<file path="config.mk">
export PLATFORM = sky130hd
export DESIGN_NAME = grafs_mac
export DESIGN_NICKNAME = d
export VERILOG_FILES = /design/src/grafs_pkg.sv /design/src/grafs_mac.sv
export SDC_FILE = /design/constraint.sdc
export NUM_CORES = 1
export LEC_CHECK = 0
export BUFFER_PORTS_ARGS = -buffer_cell sky130_fd_sc_hd__buf_2
export CAP_MARGIN = 0
export CORE_UTILIZATION = 52
export DETAILED_ROUTE_END_ITERATION = 6
export GPL_TIMING_DRIVEN = 0
export PLACE_DENSITY_LB_ADDON = 0.15
export SLEW_MARGIN = 40
export SYNTH_ARGS = -nofsm -noshare
export SYNTH_HDL_FRONTEND = slang
export SYNTH_SLANG_ARGS = --single-unit
</file>
<file path="constraint.sdc">
create_clock -name clock -period 8.9 [get_ports clock]
set_clock_uncertainty 0.15 [all_clocks]
set_input_delay 0.89 -clock clock [delete_from_list [all_inputs] [get_ports clock]]
set_output_delay 0.89 -clock clock [all_outputs]
set_load 0.03 [all_outputs]
</file>
<file path="src/grafs_pkg.sv">
// shared types and constants for the grid region pricing block
package grafs_pkg;

   localparam int LABEL_W    = 8;
   localparam int CSR_DATA_W = 8;
   localparam int CSR_IDX_W  = 2;
   localparam int PRICE_W    = 31;

   localparam int DEF_MAX_ROWS = 128;
   localparam int DEF_MAX_COLS = 128;

   localparam logic [PRICE_W-1:0] PRICE_MAX = '1;

   // register indexes
   localparam logic [CSR_IDX_W-1:0] REG_GRID_WIDTH  = 2'd0;
   localparam logic [CSR_IDX_W-1:0] REG_GRID_HEIGHT = 2'd1;
   localparam logic [CSR_IDX_W-1:0] REG_FENCE_MODE  = 2'd2;

   // neighbor directions: orthogonal first, then diagonals
   localparam logic [2:0] DIR_N  = 3'd0;
   localparam logic [2:0] DIR_S  = 3'd1;
   localparam logic [2:0] DIR_E  = 3'd2;
   localparam logic [2:0] DIR_W  = 3'd3;
   localparam logic [2:0] DIR_NW = 3'd4;
   localparam logic [2:0] DIR_NE = 3'd5;
   localparam logic [2:0] DIR_SW = 3'd6;
   localparam logic [2:0] DIR_SE = 3'd7;

   typedef struct packed {
      logic clear;
      logic start;
   } grafs_mac_ctl_type;

endpackage

</file>
<file path="src/grafs_mac.sv">
// shift-add multiplier and saturating accumulator for region prices
module grafs_mac import grafs_pkg::*; #(
   parameter int AREA_W  = 15,
   parameter int FENCE_W = 17
) (
   input  logic                   clock,
   input  logic                   reset,
   input  grafs_mac_ctl_type      ctl,
   input  logic [AREA_W-1:0]      area,
   input  logic [FENCE_W-1:0]     fence,
   output logic                   busy,
   output logic [PRICE_W-1:0]     sum
);

   localparam int PW = AREA_W + FENCE_W;
   localparam int SW = (PW > PRICE_W) ? PW + 1 : PRICE_W + 1;

   localparam logic [1:0] M_IDLE = 2'd0;
   localparam logic [1:0] M_MUL  = 2'd1;
   localparam logic [1:0] M_ADD  = 2'd2;

   logic [1:0]         state_ff, state_in;
   logic [PW-1:0]      mcand_ff, mcand_in;
   logic [FENCE_W-1:0] mplier_ff, mplier_in;
   logic [PW-1:0]      prod_ff, prod_in;
   logic [PRICE_W-1:0] sum_ff, sum_in;
   logic [PRICE_W-1:0] room;

   always_comb begin
      state_in  = state_ff;
      mcand_in  = mcand_ff;
      mplier_in = mplier_ff;
      prod_in   = prod_ff;
      sum_in    = sum_ff;
      room      = PRICE_MAX - sum_ff;
      case (state_ff)
         M_IDLE: begin
            if (ctl.clear) begin
               sum_in = '0;
            end
            if (ctl.start) begin
               mcand_in  = PW'(area);
               mplier_in = fence;
               prod_in   = '0;
               state_in  = M_MUL;
            end
         end
         M_MUL: begin
            if (mplier_ff == '0) begin
               state_in = M_ADD;
            end else begin
               if (mplier_ff[0]) begin
                  prod_in = prod_ff + mcand_ff;
               end
               mcand_in  = mcand_ff << 1;
               mplier_in = mplier_ff >> 1;
            end
         end
         M_ADD: begin
            // saturate at the largest 31-bit value
            if (SW'(prod_ff) > SW'(room)) begin
               sum_in = PRICE_MAX;
            end else begin
               sum_in = sum_ff + PRICE_W'(prod_ff);
            end
            state_in = M_IDLE;
         end
         default: state_in = M_IDLE;
      endcase
   end

   always_ff @(posedge clock) begin
      if (reset) begin
         state_ff <= M_IDLE;
         sum_ff   <= '0;
      end else begin
         state_ff <= state_in;
         sum_ff   <= sum_in;
      end
   end

   always_ff @(posedge clock) begin
      mcand_ff  <= mcand_in;
      mplier_ff <= mplier_in;
      prod_ff   <= prod_in;
   end

   assign busy = (state_ff != M_IDLE);
   assign sum  = sum_ff;

endmodule

</file>
# Word level (Yosys, flattened, before mapping)
# Cells that the tools add are included.
dict set report classes {
  n_reduce_logical 9
  n_mux 16
  magnitude_cmp 1
  n_addsub 3
  eq_ne 7
}
# cell n
set op_table {}
lappend op_table {{$mux 32} 5}
lappend op_table {{$pmux 32 s2} 2}
lappend op_table {{$mux 31} 2}
lappend op_table {{$pmux 31 s2} 1}
lappend op_table {{$mux 17} 2}
lappend op_table {{$pmux 17 s2} 1}
lappend op_table {{$add 32x32->32} 1}
lappend op_table {{$gt 32x31->1} 1}
lappend op_table {{$add 31x31->31} 1}
lappend op_table {{$sub 31x31->31 const A} 1}
lappend op_table {{$logic_not 17->1} 1}
lappend op_table {{$ne 2x2->1 const B} 5}
lappend op_table {{$reduce_bool 2->1} 3}
lappend op_table {{$mux 2} 2}
lappend op_table {{$pmux 2 s2} 1}
lappend op_table {{$reduce_and 2->1} 2}
lappend op_table {{$reduce_and 4->1} 1}
lappend op_table {{$reduce_and 3->1} 1}
lappend op_table {{$eq 2x1->1 const B} 1}
lappend op_table {{$eq 2x2->1 const B} 1}
lappend op_table {{$logic_not 2->1} 1}
dict set report totals {
  regBits 114
  word_cells 41
  out_inout_bits 32
  input_bits 36
}

# Longest topological paths before layout
dict set report logic_depth {
  depth_word 4
  mapped_depth 12
  ltp_nobuf 12
}

# Worst setup path before layout
# OpenSTA, ideal clock, no wires.
dict set report synth_path {
  kind {in2reg}
  startpoint {input ctl[0] (netlist name)}
  endpoint {register prod_ff[0], enable pin}
  setup_ps 432
  path_buffers 0
  path_slack_ps 5511
  path_stages 3
  required_ps 8318
  arrival_ps 2807
  path_cell_list {nor2_1 -> a211o_1 -> a21oi_1}
}
dict set report synth_via {
  elab_chain_cells 2
}
# item line_no
set synth_rtl {}
lappend synth_rtl {{start, declared} grafs_mac.sv:8} ;# input grafs_mac_ctl_type ctl,
lappend synth_rtl {{$ne 2x2->1 (no source line)} n/a}
lappend synth_rtl {{$reduce_and 4->1 (no source line)} n/a}
lappend synth_rtl {{end signal, assigned} grafs_mac.sv:85} ;# prod_ff <= prod_in;
lappend synth_rtl {{end, declared} grafs_mac.sv:25} ;# logic [PW-1:0] prod_ff, prod_in;
# Every way passes these cells.
# A chain may end at the register's enable or synchronous reset.

# Worst setup path after layout
dict set report layout_path {
  startpoint {register prod_ff[9]}
  endpoint {register sum_ff[15] (netlist: sum[15])}
}
dict set report layout_via {
  elab_chain_cells 3
  word_cells_on_any_way 4
  cone_classes {add/sub (1); order compare (1); mux (2)}
}
# item line_no
set layout_rtl {}
lappend layout_rtl {{$add 31x31->31 or $gt 32x31->1 (tied branches)} {grafs_mac.sv:64, grafs_mac.sv:61}}
lappend layout_rtl {{$mux 31 *} grafs_mac.sv:61} ;# if (SW'(prod_ff) > SW'(room)) begin
lappend layout_rtl {{$pmux 31 s2 *} grafs_mac.sv:36} ;# case (state_ff)
lappend layout_rtl {{end signal, assigned} grafs_mac.sv:78} ;# sum_ff <= sum_in;
lappend layout_rtl {{end, declared} grafs_mac.sv:26} ;# logic [PRICE_W-1:0] sum_ff, sum_in;
# Mark *: on every way between the ends. The rest lies on a longest branch, timed or not.

==> out/metrics.cfg <==
[power_and_ir_drop]
p_leak_nw=4.16
ir_drop_v=0.000145
power_density_nw_per_um2=209

[placement]
place_congestion=0.909
hpwl_um=14000
dp_slack_ns=5.38
dpl-instance-area_um2=8260
portBuffers=67

[logic_synthesis]
synthDistinctLibCells=60
syn-num-nets=962
synth_top_area_share_pct=31.9
postSynthCellCount=861
ys_seq_area_share_pct=40.5
synth-main-ff-cell=edfxtp_1
synthArstFlopShare_pct=0
synth-seq-cells=114
yosys.area.top_type=edfxtp_1
synth.area.top_cells=edfxtp_1 (32%), ha_1 (10%), nand2_1 (9.2%)
synth_area_per_cell_um2=8.86
ys_warn_count=0
synth_edf_count=81
syn-cell-area_um2=7630

[sta]
layout_min_cycle_time_ns=3.54
period_share_pct=39.8
setup_slack_ns=5.36
tns_ns=0
worstMarginPinSlew_ns=0.851
finalHoldViolCount=0
fmax_mhz=282
grt_setup_unrepaired=no
maxSlewHeadroom_pct=43.0
finalSetupViolCount=0
worst_hold_slack_ns=0.309
drv_slew=0

[final_layout]
antenna_cells=0
syn2layout_area_growth_pct=16.7
fin_area_um2=8910
final_cell_mix=nand2_1 (187), edfxtp_1 (81), a21oi_1 (68), buf_2 (67), ha_1 (63)
final_common_cell=nand2_1
drive_above_1_share_pct=11.8
layout.nets=1051

[min_path]
min_path_type=reg -> reg
holdPathStages=2

[worst_setup_path]
crit_chain=ha_1, buf_6, a211oi_2, nor2_1, or4_4, a21o_1, a211o_1, a211o_1, a21boi_4, clkbuf_1, o21ai_0, a21oi_1
slowest_stage=or4_4
cp.required_ns=9.02
crit_path_start_kind=register
slowest_delay_ns=0.54
cpMostUsedCell=a211o_1
critical_path.max_fanout=10
rr_worst_depth=12
crit_arrival_ns=3.67
reg2reg_slack_ns=5.36
crit_path_end_kind=register
critPathKind=reg -> reg

[clocking]
cts_buffer_depth=2
postCtsSetupRepairBufs=0
cts_buffers=17
cts_resized=0
cts_tree=yes
cts_sinks=114
holdBufCountCts=0
ctsRootBufferMaster=clkbuf_16
path_clk_slew_ns=0.05
insertion_delay_ns=0.42
htreeDepth=4

[detailed_routing]
ant_nets=0
via_per_inst=5.62
drt_iter0_drc=529
remaining_drc_errors=0
wl_per_cell_um=16.2
drt-total-wl_um=18500
vias=6427
drt-pass1-iter-count=5

[global_routing]
gr-usage-all-layers_pct=25.8
grt_max_degree=44
grt_pass1_wl_um=29400
antenna_found_initial=0
grt-ovfl-total=0
grt_pass1_vias=5945

[run_status]
status=finished clean

[die]
core_area_um2=14100
die-area_um2=15200
rows=43
die_w_um=123
ios=68
die_y_um=123
start_util_pct=54.1

[job]
cap_viol_max_count=0

## registers in the layout, indices dropped and copies added (netlist names)
signal / count
state_ff: 2
mplier_ff: 17
prod_ff: 32
mcand_ff: 32
sum: 31
## where the power goes
| part | switching (mW) | internal, mW |
|---|---|---|
| logic | 0.256 | 0.175 |
| registers | 0.0420 | 0.634 |
| clock network | 0.242 | 0.510 |
| total | 0.540 | 1.32 |
## cell families after synthesis
| family | share of synthesized area [%] |
|---|---|
| XOR/XNOR | 5.97 |
| AND/OR/NAND/NOR | 20.9 |
| adder cells (fa/ha/maj) | 10.9 |
| multiplexers | 0.131 |
| flip-flops | 40.5 |
| buffers and inverters | 2.61 |
| AO/OA/AOI/OAI | 19.1 |
## critical path, delay by kind of cell, from the launching register on
| kind | cells | cell delay, ns |
|---|---|---|
| AO/OA/AOI/OAI | 7 | 1.46 |
| AND/OR/NAND/NOR | 2 | 0.61 |
| buffers and inverters | 2 | 0.45 |
| flip-flops | 1 | 0.42 |
| adder cells (fa/ha/maj) | 1 | 0.30 |
## worst paths after layout
| check | from | to |
|---|---|---|
| setup reg to reg | prod_ff[9] | sum[15] |
| hold / removal | sum[4] | sum[4] |
| hold reg to reg | sum[4] | sum[4] |
| setup / recovery | prod_ff[9] | sum[15] |
## through the flow
stage,util (%),cells,power (mW)
finish,63.2,1143,1.86
global route,63.2,1143,1.95
CTS,63.1,1143,1.86
detailed placement,58.6,1111,1.11
global placement,58.1,1108,1.10
floorplan,-,861,1.00
## cells in the mapped netlist, types with 6 or more instances
cell type	instances
a211oi_1	6
a21o_1	37
a21oi_1	69
and2_1	29
and3_1	7
clkbuf_1	30
dfxtp_1	33
edfxtp_1	81
ha_1	63
inv_1	17
nand2_1	187
nand2b_1	7
nand3_1	13
nand4_1	9
nor2_1	56
nor2b_1	9
nor3_1	12
nor4_1	9
o21a_1	7
o21ai_0	52
o21ai_1	6
o21bai_1	6
xnor2_1	23
xor2_1	29
## per-layer routing
metal | GRT usage (%) | routed length (um) | share of wire [%] | up-vias
li1 | - | - | - | 3271
met1 | 36.6 | 8940 | 48 | 2948
met2 | 40.5 | 8130 | 44 | 191
met3 | 3.83 | 1180 | 6.4 | 17
met4 | 8.21 | 214 | 1.2 | 0
met5 | 0 | 0 | 0 | -
## cell type report
class | instances | area [um^2]
fill | 1231 | 5190
multi-input combinational | 698 | 4360
sequential | 114 | 3090
clock buffer | 22 | 464
timing repair buffer | 70 | 385
tap | 180 | 225
clock inverter | 10 | 181
buffer | 32 | 135
inverter | 17 | 66.3
Note: power is estimated with default switching activity, not from simulation.
